===== src/rtl/art_pkg.sv =====
`timescale 1ns / 1ps
// ----------------------------------------------------------------------------
// Aging registration table package
// Shared item types, command and result codes, and the table entry layout.
// ----------------------------------------------------------------------------
package art_pkg;

	localparam int unsigned AGE_W = 14;
	localparam logic [AGE_W-1:0] AGE_LIMIT_RESET = 14'd10000;

	localparam logic [2:0] CMD_LIST     = 3'd0;
	localparam logic [2:0] CMD_REGISTER = 3'd1;
	localparam logic [2:0] CMD_REMOVE   = 3'd2;
	localparam logic [2:0] CMD_ECHO     = 3'd3;
	localparam logic [2:0] CMD_TICK     = 3'd4;

	localparam logic [1:0] KIND_HEADER = 2'd0;
	localparam logic [1:0] KIND_ENTRY  = 2'd1;
	localparam logic [1:0] KIND_ECHO   = 2'd2;
	localparam logic [1:0] KIND_FULL   = 2'd3;

	typedef struct packed {
		logic [2:0]  cmd;
		logic [31:0] client_address;
		logic [15:0] client_port;
		logic [31:0] entry_info;
	} in_item_t;

	typedef struct packed {
		logic [1:0]  kind;
		logic [4:0]  active_count;
		logic [31:0] out_address;
		logic [15:0] out_port;
		logic [31:0] out_info;
		logic        last;
	} out_item_t;

	typedef struct packed {
		logic [31:0]      address;
		logic [15:0]      port;
		logic [31:0]      payload;
		logic [AGE_W-1:0] age;
	} entry_t;

endpackage


===== src/rtl/aging_registration_table_top.sv =====
`timescale 1ns / 1ps
// ----------------------------------------------------------------------------
// Aging registration table
// Table of registrations keyed by address and port, with per-entry aging.
// ----------------------------------------------------------------------------
// The block takes one item at a time. Register, remove and tick items walk
// every slot but reserved slot 0 through the single read port of the entry
// RAM; a register item that finds the table full then returns a full result,
// which waits if the result side stalls. A list item returns a header, then
// walks the slots up to the last active entry and returns one result per
// active entry; each result waits if the result side stalls. An echo
// item returns one result, which waits if the result side stalls. Slot 0 is
// reserved, so at most TABLE_SLOTS - 1 entries are active. Valid bits live in
// flip-flops and reset clears them at once, so no clearing pass follows reset.
// ----------------------------------------------------------------------------
module aging_registration_table_top
	import art_pkg::*;
#(
	parameter int unsigned TABLE_SLOTS = 32
) (
	input  logic             clk,
	input  logic             arst_n,
	input  logic             in_valid,
	output logic             in_stall,
	input  in_item_t         in_item,
	output logic             out_valid,
	input  logic             out_stall,
	output out_item_t        out_item,
	input  logic             cfg_we,
	input  logic [AGE_W-1:0] cfg_data
);

	localparam int unsigned IW = $clog2(TABLE_SLOTS);
	localparam int unsigned EW = $bits(entry_t);

	localparam logic [2:0] ST_IDLE   = 3'd0;
	localparam logic [2:0] ST_SCAN   = 3'd1;
	localparam logic [2:0] ST_DECIDE = 3'd2;
	localparam logic [2:0] ST_LHEAD  = 3'd3;
	localparam logic [2:0] ST_LSCAN  = 3'd4;
	localparam logic [2:0] ST_LWAIT  = 3'd5;
	localparam logic [2:0] ST_ECHO   = 3'd6;
	localparam logic [2:0] ST_FULL   = 3'd7;

	localparam logic [IW:0] PTR_END = (IW+1)'(TABLE_SLOTS);
	localparam logic [IW:0] PTR_FIRST = (IW+1)'(1);

	logic [2:0]             state_q;
	logic [2:0]             cmd_q;
	logic [31:0]            addr_q;
	logic [15:0]            port_q;
	logic [31:0]            info_q;
	logic [AGE_W-1:0]       age_limit_q;
	logic [TABLE_SLOTS-1:0] valid_q;
	logic [IW-1:0]          count_q;
	logic [IW-1:0]          seen_q;
	logic [IW:0]            ptr_q;
	logic                   vld_s1;
	logic [IW-1:0]          idx_s1;
	logic                   found_q;
	logic [IW-1:0]          match_q;
	logic                   free_found_q;
	logic [IW-1:0]          free_q;
	logic                   out_valid_q;
	out_item_t              out_q;

	logic                   ram_wr_en;
	logic [IW-1:0]          ram_wr_addr;
	entry_t                 ram_wr_data;
	logic                   ram_rd_en;
	logic [EW-1:0]          ram_rd_data;
	entry_t                 rd_entry;

	logic [IW-1:0]          ptr_idx;
	logic                   ptr_done;
	logic                   out_free;
	logic                   accept;
	logic [AGE_W:0]         age_inc;
	logic                   expire;
	logic                   key_hit;
	logic                   tick_wb;
	logic [IW-1:0]          seen_next;
	logic                   load_out;
	out_item_t              out_next;

	art_ram #(
		.WIDTH(EW),
		.DEPTH(TABLE_SLOTS)
	) u_ram (
		.clk     (clk),
		.wr_en   (ram_wr_en),
		.wr_addr (ram_wr_addr),
		.wr_data (ram_wr_data),
		.rd_en   (ram_rd_en),
		.rd_addr (ptr_idx),
		.rd_data (ram_rd_data)
	);

	assign rd_entry  = entry_t'(ram_rd_data);
	assign ptr_idx   = ptr_q[IW-1:0];
	assign ptr_done  = (ptr_q == PTR_END);
	assign out_free  = !out_valid_q || !out_stall;
	assign in_stall  = (state_q != ST_IDLE);
	assign accept    = in_valid && !in_stall;
	assign age_inc   = {1'b0, rd_entry.age} + (AGE_W+1)'(1);
	assign expire    = (age_inc > {1'b0, age_limit_q});
	assign key_hit   = vld_s1 && valid_q[idx_s1] && (rd_entry.address == addr_q) &&
		(rd_entry.port == port_q);
	assign tick_wb   = (state_q == ST_SCAN) && (cmd_q == CMD_TICK) && vld_s1 &&
		valid_q[idx_s1];
	assign seen_next = seen_q + IW'(1);
	assign out_valid = out_valid_q;
	assign out_item  = out_q;

	always_comb begin
		ram_rd_en   = 1'b0;
		ram_wr_en   = 1'b0;
		ram_wr_addr = idx_s1;
		ram_wr_data = rd_entry;
		load_out    = 1'b0;
		out_next    = '0;
		case (state_q)
			ST_SCAN: begin
				ram_rd_en = !ptr_done;
				if (tick_wb) begin
					ram_wr_en = 1'b1;
					ram_wr_data.age = expire ? '0 : age_inc[AGE_W-1:0];
				end
			end
			ST_DECIDE: begin
				if ((cmd_q == CMD_REGISTER) && (found_q || free_found_q)) begin
					ram_wr_en   = 1'b1;
					ram_wr_addr = found_q ? match_q : free_q;
					ram_wr_data = '{address: addr_q, port: port_q, payload: info_q,
						age: '0};
				end
			end
			ST_LHEAD: begin
				load_out              = out_free;
				out_next.kind         = KIND_HEADER;
				out_next.active_count = 5'(count_q);
				out_next.last         = (count_q == '0);
			end
			ST_LSCAN: begin
				ram_rd_en = !ptr_done && valid_q[ptr_idx];
			end
			ST_LWAIT: begin
				load_out             = out_free;
				out_next.kind        = KIND_ENTRY;
				out_next.out_address = rd_entry.address;
				out_next.out_port    = rd_entry.port;
				out_next.out_info    = rd_entry.payload;
				out_next.last        = (seen_next == count_q);
			end
			ST_ECHO: begin
				load_out             = out_free;
				out_next.kind        = KIND_ECHO;
				out_next.out_address = addr_q;
				out_next.last        = 1'b1;
			end
			ST_FULL: begin
				load_out      = out_free;
				out_next.kind = KIND_FULL;
				out_next.last = 1'b1;
			end
			default: begin
			end
		endcase
	end

	always_ff @(posedge clk or negedge arst_n) begin
		if (!arst_n) begin
			state_q      <= ST_IDLE;
			cmd_q        <= CMD_LIST;
			age_limit_q  <= AGE_LIMIT_RESET;
			valid_q      <= '0;
			count_q      <= '0;
			seen_q       <= '0;
			ptr_q        <= PTR_FIRST;
			vld_s1       <= 1'b0;
			found_q      <= 1'b0;
			free_found_q <= 1'b0;
			out_valid_q  <= 1'b0;
		end else begin
			if (cfg_we) begin
				age_limit_q <= cfg_data;
			end
			if (load_out) begin
				out_valid_q <= 1'b1;
			end else if (!out_stall) begin
				out_valid_q <= 1'b0;
			end
			case (state_q)
				ST_IDLE: begin
					vld_s1       <= 1'b0;
					found_q      <= 1'b0;
					free_found_q <= 1'b0;
					seen_q       <= '0;
					ptr_q        <= PTR_FIRST;
					if (accept) begin
						cmd_q <= in_item.cmd;
						case (in_item.cmd)
							CMD_LIST:                          state_q <= ST_LHEAD;
							CMD_REGISTER, CMD_REMOVE, CMD_TICK: state_q <= ST_SCAN;
							CMD_ECHO:                          state_q <= ST_ECHO;
							default:                           state_q <= ST_IDLE;
						endcase
					end
				end
				ST_SCAN: begin
					vld_s1 <= !ptr_done;
					if (!ptr_done) begin
						ptr_q <= ptr_q + PTR_FIRST;
					end
					if (key_hit && !found_q) begin
						found_q <= 1'b1;
					end
					if (vld_s1 && !valid_q[idx_s1] && !free_found_q) begin
						free_found_q <= 1'b1;
					end
					if (tick_wb && expire) begin
						valid_q[idx_s1] <= 1'b0;
						count_q         <= count_q - IW'(1);
					end
					if (ptr_done) begin
						state_q <= ST_DECIDE;
					end
				end
				ST_DECIDE: begin
					state_q <= ST_IDLE;
					if (cmd_q == CMD_REGISTER) begin
						if (!found_q && free_found_q) begin
							valid_q[free_q] <= 1'b1;
							count_q         <= count_q + IW'(1);
						end else if (!found_q) begin
							state_q <= ST_FULL;
						end
					end else if ((cmd_q == CMD_REMOVE) && found_q) begin
						valid_q[match_q] <= 1'b0;
						count_q          <= count_q - IW'(1);
					end
				end
				ST_LHEAD: begin
					if (out_free) begin
						state_q <= (count_q == '0) ? ST_IDLE : ST_LSCAN;
					end
				end
				ST_LSCAN: begin
					if (ptr_done) begin
						state_q <= ST_IDLE;
					end else if (valid_q[ptr_idx]) begin
						state_q <= ST_LWAIT;
					end else begin
						ptr_q <= ptr_q + PTR_FIRST;
					end
				end
				ST_LWAIT: begin
					if (out_free) begin
						seen_q  <= seen_next;
						ptr_q   <= ptr_q + PTR_FIRST;
						state_q <= (seen_next == count_q) ? ST_IDLE : ST_LSCAN;
					end
				end
				ST_ECHO, ST_FULL: begin
					if (out_free) begin
						state_q <= ST_IDLE;
					end
				end
				default: begin
					state_q <= ST_IDLE;
				end
			endcase
		end
	end

	always_ff @(posedge clk) begin
		if (accept) begin
			addr_q <= in_item.client_address;
			port_q <= in_item.client_port;
			info_q <= in_item.entry_info;
		end
		idx_s1 <= ptr_idx;
		if ((state_q == ST_SCAN) && key_hit && !found_q) begin
			match_q <= idx_s1;
		end
		if ((state_q == ST_SCAN) && vld_s1 && !valid_q[idx_s1] && !free_found_q) begin
			free_q <= idx_s1;
		end
		if (load_out) begin
			out_q <= out_next;
		end
	end

	a_slot0_unused: assert property (@(posedge clk) disable iff (!arst_n)
		!valid_q[0])
		else $error("reserved slot 0 became active");

	a_count_bound: assert property (@(posedge clk) disable iff (!arst_n)
		{1'b0, count_q} <= (IW+1)'(TABLE_SLOTS - 1))
		else $error("active count exceeds usable slots");

	a_list_in_range: assert property (@(posedge clk) disable iff (!arst_n)
		(state_q == ST_LSCAN) |-> !ptr_done)
		else $error("list walk ran past the table before the last entry");

	a_write_source: assert property (@(posedge clk) disable iff (!arst_n)
		ram_wr_en |-> (((state_q == ST_SCAN) && (cmd_q == CMD_TICK)) ||
		((state_q == ST_DECIDE) && (cmd_q == CMD_REGISTER))))
		else $error("entry RAM written outside a tick or register item");

	a_last_ends_list: assert property (@(posedge clk) disable iff (!arst_n)
		(load_out && out_next.last && (state_q == ST_LWAIT)) |=> (state_q == ST_IDLE))
		else $error("list did not finish after its last entry");

endmodule


===== src/rtl/art_ram.sv =====
`timescale 1ns / 1ps
// ----------------------------------------------------------------------------
// Generic simple dual-port RAM
// One write port and one read port with registered read data.
// ----------------------------------------------------------------------------
module art_ram #(
	parameter int unsigned WIDTH = 8,
	parameter int unsigned DEPTH = 32
) (
	input  logic                     clk,
	input  logic                     wr_en,
	input  logic [$clog2(DEPTH)-1:0] wr_addr,
	input  logic [WIDTH-1:0]         wr_data,
	input  logic                     rd_en,
	input  logic [$clog2(DEPTH)-1:0] rd_addr,
	output logic [WIDTH-1:0]         rd_data
);

	logic [WIDTH-1:0] mem_q [DEPTH];
	logic [WIDTH-1:0] rd_data_q;

	always_ff @(posedge clk) begin
		if (wr_en) begin
			mem_q[wr_addr] <= wr_data;
		end
		if (rd_en) begin
			rd_data_q <= mem_q[rd_addr];
		end
	end

	assign rd_data = rd_data_q;

endmodule

===== config.mk =====
export PLATFORM = sky130hd
export DESIGN_NAME = aging_registration_table_top
export DESIGN_NICKNAME = d
export VERILOG_FILES = /design/src/rtl/art_pkg.sv /design/src/rtl/aging_registration_table_top.sv /design/src/rtl/art_ram.sv
export SDC_FILE = /design/constraint.sdc
export NUM_CORES = 2
export LEC_CHECK = 0
export ABC_CLOCK_PERIOD_IN_PS = 14100
export BUFFER_PORTS_ARGS = -buffer_cell sky130_fd_sc_hd__buf_2
export CAP_MARGIN = 30
export CORE_UTILIZATION = 30
export DETAILED_ROUTE_END_ITERATION = 7
export HOLD_SLACK_MARGIN = 0.08
export REMOVE_ABC_BUFFERS = 1
export SLEW_MARGIN = 40
export SYNTH_ARGS = -nofsm -noshare
export SYNTH_HDL_FRONTEND = slang
export SYNTH_SLANG_ARGS = --single-unit

===== constraint.sdc =====
create_clock -name clk -period 14.1 [get_ports clk]
set_clock_uncertainty 0.2 [all_clocks]
set_input_delay 2.82 -clock clk [delete_from_list [all_inputs] [get_ports clk]]
set_output_delay 2.82 -clock clk [all_outputs]
set_load 0.02 [all_outputs]

==> Word level (Yosys, flattened, before mapping) <==
Memories as Yosys holds them, arrays and structs flattened. A register that Yosys moved wholly into a read port is not among the register bits.
Index checks and enable logic that the tools add are counted.
{ "classes": {"n_addsub": 5, "magnitude_cmp": 8, "n_eq_ne": 33, "muxes": 66, "bitwise_logic": 5, "reduce_logical": 50} }
{ "ops": {"columns": ["op", "n"], "rows": [
  ["32-bit two-way mux", 4],
  ["32-bit case mux with 2 select lines", 2],
  ["94-bit two-way mux", 1],
  ["80-bit two-way mux", 1],
  ["32-bit AND", 2],
  ["32-bit NOT", 2],
  ["5-bit two-way mux", 8],
  ["3-bit two-way mux", 12],
  ["32-bit == test", 1],
  ["32-bit OR", 1],
  ["14-bit two-way mux", 2],
  ["14-bit case mux with 2 select lines", 1],
  ["5-bit by 6-bit less-than comparator with 1-bit output (second input constant)", 4],
  ["6-bit two-way mux", 4],
  ["6-bit case mux with 4 select lines", 1],
  ["1-bit logical AND", 23],
  ["3-bit case mux with 7 select lines", 1],
  ["2-bit inequality test (second input constant)", 10],
  ["5-bit case mux with 2 select lines", 2],
  ["3-bit == test (second input constant)", 6],
  ["16-bit == test", 1],
  ["14-bit by 1-bit adder with 15-bit output (second input constant)", 1],
  ["1-bit demux with 5-bit select", 3],
  ["3-bit by 2-bit == test with 1-bit output (second input constant)", 5],
  ["30 further kinds", 69]
]} }
{ "word_totals": {"regBits": 255, "ramBits": 3008, "input_bits": 102, "output_inout_bits": 90, "memories": 1} }
{ "memory_table": {"columns": ["name", "words", "word_bits", "rd", "rd_ports_with_merged_regs", "write_ports", "line_no", "text"], "rows": [
  ["u_ram.mem_q", 32, 94, 1, 1, 1, "art_ram.sv:19", "logic [WIDTH-1:0] mem_q [DEPTH];"]
]} }

==> Depth between registers and ports, before layout <==
{ "logic_depth": {"ltp_word": 9, "ltp_mapped": 17, "depth_no_buf": 14} }

==> By module <==
Synthesis repeated with hierarchy kept, for this count alone.
{ "hier_totals": {"cells_unflattened": 6766, "area_unflattened_um2": 130576.5} }
{ "by_module_without_submodules": {"columns": ["mod", "instances", "cells_per_inst", "area_per_inst_um2"], "rows": [
  ["art_ram", 1, 5508, 117142.3],
  ["aging_registration_table_top", 1, 1258, 13434.1]
]} }

==> Worst setup path after synthesis <==
Ideal clock, no wire load.
{ "synth_path": {"kind": "register -> register", "start": "reg ptr_q[1]", "end": "reg u_ram.rd_data_q[0], in the netlist u_ram.rd_data[0] (read register of u_ram.mem_q) (enable)", "setup_ns": 0.662, "t_arrival_ns": 8.433, "required_ns": 13.238, "slack_ns": 4.805, "stages_incl_launch_ff": 11, "period_less_slack_ns": 9.295, "path_cell_list": "dfrtp_1 > buf_6 > buf_2 > buf_2 > buf_1 > buf_2 > inv_1 > ha_1 > and4b_1 > clkbuf_1 > nor3_1"} }
{ "synth_via": {"elab_chain_cells": 4, "word_cells_on_any_way": 6, "classes_between": "1 x eq/ne; 3 x mux; 2 x reduce/logical"} }
{ "synth_lines": {"columns": ["item", "line_no", "text"], "rows": [
  ["start, declared", "aging_registration_table_top.sv:57", "logic [IW:0] ptr_q;"],
  ["start signal, assigned", "aging_registration_table_top.sv:213", "ptr_q <= ptr_q + PTR_FIRST;"],
  ["start signal, assigned", "aging_registration_table_top.sv:254", "ptr_q <= ptr_q + PTR_FIRST;"],
  ["start signal, assigned", "aging_registration_table_top.sv:260", "ptr_q <= ptr_q + PTR_FIRST;"],
  ["1-bit binary-select mux with 5-bit select / 6-bit == test (equally long branches)", "aging_registration_table_top.sv:145, aging_registration_table_top.sv:101", null],
  ["1-bit two-way mux (not written as such) / 1-bit logical NOT (equally long branches)", null, null],
  ["1-bit logical AND", "aging_registration_table_top.sv:145", "ram_rd_en = !ptr_done && valid_q[ptr_idx];"],
  ["1-bit case mux with 2 select lines (*)", "aging_registration_table_top.sv:122", "case (state_q)"],
  ["via ram_rd_en", "aging_registration_table_top.sv:70", "logic ram_rd_en;"],
  ["end, declared", "art_ram.sv:20", "logic [WIDTH-1:0] rd_data_q;"]
]} }
The timed path passes the listed nets; every way through them passes the cells marked *. The select of a mux whose other input is x is not followed.
A chain may end at the register's enable or synchronous reset.

==> Final worst setup path <==
{ "layout_path": {"start": "reg state_q[2]", "end": "mem u_ram.mem_q[25][33] (netlist bit) (enable)"} }
{ "layout_via": {"elab_chain_cells": 8, "word_cells_on_any_way": 10, "classes_between": "2 x eq/ne; 5 x mux; 3 x reduce/logical"} }
{ "layout_lines": {"columns": ["item", "line_no", "text"], "rows": [
  ["start, declared", "aging_registration_table_top.sv:48", "logic [2:0] state_q;"],
  ["start signal, assigned", "aging_registration_table_top.sv:245", "state_q <= (count_q == '0) ? ST_IDLE : ST_LSCAN;"],
  ["start signal, assigned", "aging_registration_table_top.sv:261", "state_q <= (seen_next == count_q) ? ST_IDLE : ST_LSCAN;"],
  ["3-bit by 1-bit == test with 1-bit output", "aging_registration_table_top.sv:109, aging_registration_table_top.sv:122", null],
  ["1-bit logical AND (3 in series)", "aging_registration_table_top.sv:109", "assign tick_wb = (state_q == ST_SCAN) && (cmd_q == CMD_TICK) && vld_s1 &&"],
  ["1-bit two-way mux", "aging_registration_table_top.sv:125", "if (tick_wb) begin"],
  ["1-bit case mux with 2 select lines", "aging_registration_table_top.sv:122", null],
  ["1-bit two-way mux", "art_ram.sv:23", "if (wr_en) begin"],
  ["1-bit two-way mux (not written as such)", "art_ram.sv:24", "mem_q[wr_addr] <= wr_data;"],
  ["end, declared", "art_ram.sv:19", null]
]} }
Several ways; a longest one is shown, not always the timed one.

==> results.cfg <==
[synth]
ys_warn_count = 0
syn_inst = 5469
synth_top_area_frac = 0.7596
synth.area.mux_share = 0.1850
synth_area_sq_um = 129700
synth_top_family_by_area = multiplexers
synth_edf_count = 3280
synth_xor_area_frac = 0.004458
synth_common_cells = edfxtp_1, mux4_2, mux2_2
synth_fa_ha_area_frac = 0.002084
synth_top_cell_by_area = edfxtp_1
synth_compound_area_frac = 0.01116
ys.flop_type = edfxtp_1
synth.distinct_cells = 68
ys_ff_latch = 3357
yosys.area_share.simple = 0.01329
yosysMostFrequentCell = edfxtp_1
synthTopCellsByArea = edfxtp_1, mux4_2, mux2_2
synth-seq-area-share = 0.7744
syn_avg_cell_area_sq_um = 23.71
ys_async_sr_fraction = 0.02145

[timing]
hold_viol_final = 0
slew_viol_final = 0
worst_pin_slew_ns = 0.8998
setup_viol = 0
period_share = 0.4396
rsz0062_at_grt = false
fmax_mhz = 161.3
slew_headroom = 0.4001
finalWorstSetupSlack_ns = 7.901
period_needed_ns = 6.199
timing.hold.ws_ns = 0.3373

[cts]
cts_setup_buffers = 0
numCtsBuffers = 346
clockBufferDepth = 4
cts.clk_slew.worst_paths_ns = 0.06
cts-root-buf = clkbuf_16
clk_latency_ns = 0.95
cts_tree = built
cts.sinks = 3357
htree_num_levels = 5
cts.repair.resized = 0
postCtsHoldBufs = 0

[routing]
drt_iter0_markers = 7773
drc = 0
wl_per_cell_um = 29.11
via_per_inst = 5.155
wl_um = 345700
vias = 61230
first_pass_iters = 6
drt.antenna.violating_nets = 0

[placement]
place_ws_ns = 7.893
gp_congestion = 0.8141
hpwl_um = 185700
dpl_cell_area_sq_um = 139200
io_buffers = 191

[floorplanning]
initial_core_util = 0.3011
die_w_um = 659.4
core_region_area_sq_um = 430600
row_count = 241
die_area_sq_um = 434800
die_y_um = 659.4
io_pins = 192

[power_and_ir_drop]
p_leak_uw = 0.04597
p_per_area_nw_per_um2 = 184.0
ir_worst_vdd_mv = 0.1171

[critical_path]
start_kind = flip-flop
crit_fanout = 35
worstSetupPathType = reg -> reg
cp.arrival_ns = 6.60
worstPathRequired_ns = 14.50
critPathCaptureType = flip-flop

[global_routing]
grt_pass1_vias = 62450
grt_pass1_wl_um = 485400
overflow = 0
antenna_found_initial = 18
grtUsageTotal = 0.1554
grt_max_degree = 79

[cells_and_area]
final_layout_size_suffix_gt1_frac = 0.3318
fin_area_sq_um = 150300
nNetsFinal = 5998
fillers = 39400
area_delta_synth_final_pct = 15.93

[run]
maxCapViolCount = 0

[outcome]
outcome = complete, no violations

[hold_path]
hold_class = reg -> reg
-- metrics by stage --
stage | std cells | power, uW | setup TNS [ns] | utilization
after global placement | 11200 | 18830 | 0 | 0.3208
after floorplan | 5185 | 20410 | -1638.40 | -
after CTS | 11860 | 27900 | 0 | 0.3486
after detailed placement | 11230 | 19010 | 0 | 0.3233
after global routing | 11870 | 28620 | 0 | 0.3491
final | 11880 | 27650 | 0 | 0.3491
-- state kept, by name, summed over array words and instances (netlist names) --
name	flops
u_ram.mem_q	3008
u_ram.rd_data	94
out_item	88
addr_q	32
info_q	32
valid_q	32
port_q	16
age_limit_q	14
ptr_q	6
count_q	5
free_q	5
idx_s1	5
match_q	5
seen_q	5
cmd_q	3
state_q	3
found_q	1
free_found_q	1
out_valid	1
vld_s1	1
-- report_power, final --
part           internal [uW]  switching, uW
sequential             12300            374
clock                   5060           3870
combinational           2660           3430
total                  20000           7670
-- final timing paths --
path	start	end	slack (ns)	depth (start not counted)
worst max-delay path	state_q[2]	u_ram.mem_q[25][33]	7.90	12
worst min register to register	seen_q[4]	seen_q[4]	0.34	2
max in group asynchronous	arst_n	ptr_q[4]	11.36	1
worst min-delay path	seen_q[4]	seen_q[4]	0.34	2
min in group asynchronous	arst_n	age_limit_q[12]	1.73	1
worst max register to register	state_q[2]	u_ram.mem_q[25][33]	7.90	12
-- cells in the final DEF (no fill, tap or decap), types with 26 or more instances in the layout --
| cell type | synthesis | layout |
|---|---|---|
| nand3_1 | 28 | 28 |
| o221ai_1 | 32 | 32 |
| clkbuf_16 | 0 | 353 |
| a22o_1 | 38 | 35 |
| xnor2_1 | 39 | 37 |
| nor2_4 | 0 | 33 |
| clkbuf_1 | 174 | 82 |
| inv_1 | 35 | 34 |
| dfrtp_1 | 66 | 62 |
| mux4_2 | 955 | 955 |
| buf_2 | 21 | 190 |
| buf_16 | 0 | 29 |
| buf_12 | 0 | 33 |
| buf_6 | 1 | 33 |
| buf_4 | 5 | 53 |
| and2_1 | 49 | 47 |
| clkinv_1 | 0 | 89 |
| o21ai_0 | 69 | 64 |
| xor2_1 | 27 | 26 |
| nand2_1 | 61 | 61 |
| mux2_2 | 203 | 203 |
| clkinv_2 | 0 | 47 |
| nor2_1 | 61 | 27 |
| edfxtp_1 | 3280 | 3280 |
-- kinds of logic after synthesis --
logic type | count (synthesis)
AOI/OAI and AO/OA | 207
xor gates and xnor gates | 66
adders and majority gates | 22
buffers and inverters | 319
DFF | 3357
muxes | 1175
and+or+nand+nor | 323
-- critical path, stage by stage, from the launching register on --
cell and delay, ns:
dfrtp_1 0.58, or3b_1 0.65, nor3_2 0.28, buf_4 0.61
nor2_1 0.08, a21oi_1 0.36, nand2b_1 0.35, nand2b_1 0.45
nor2_4 0.18, buf_4 0.63, buf_4 0.68, buf_4 0.51
buf_12 0.26
-- routing by layer --
metal,GRT usage,up-vias,wire length [um]
met5,0,-,29
met4,0.03394,4,7451
met3,0.02164,468,22900
met2,0.2553,2531,167400
met1,0.2202,33900,147900
li1,-,24320,-
-- cell type report --
| class | instances | area, sq um | area share |
|---|---|---|---|
| inverters | 35 | 136.4 | 0.0009073 |
| clock buffers | 435 | 9141 | 0.06081 |
| well taps | 5710 | 7144 | 0.04753 |
| diodes | 6 | 15.01 | 0.00009988 |
| flip-flops and latches | 3357 | 100400 | 0.6681 |
| repair buffers | 343 | 3253 | 0.02164 |
| multi-input cells | 1793 | 28420 | 0.1890 |
| clock inverters | 197 | 1784 | 0.01187 |
Note: power is estimated with default switching activity, not from simulation.
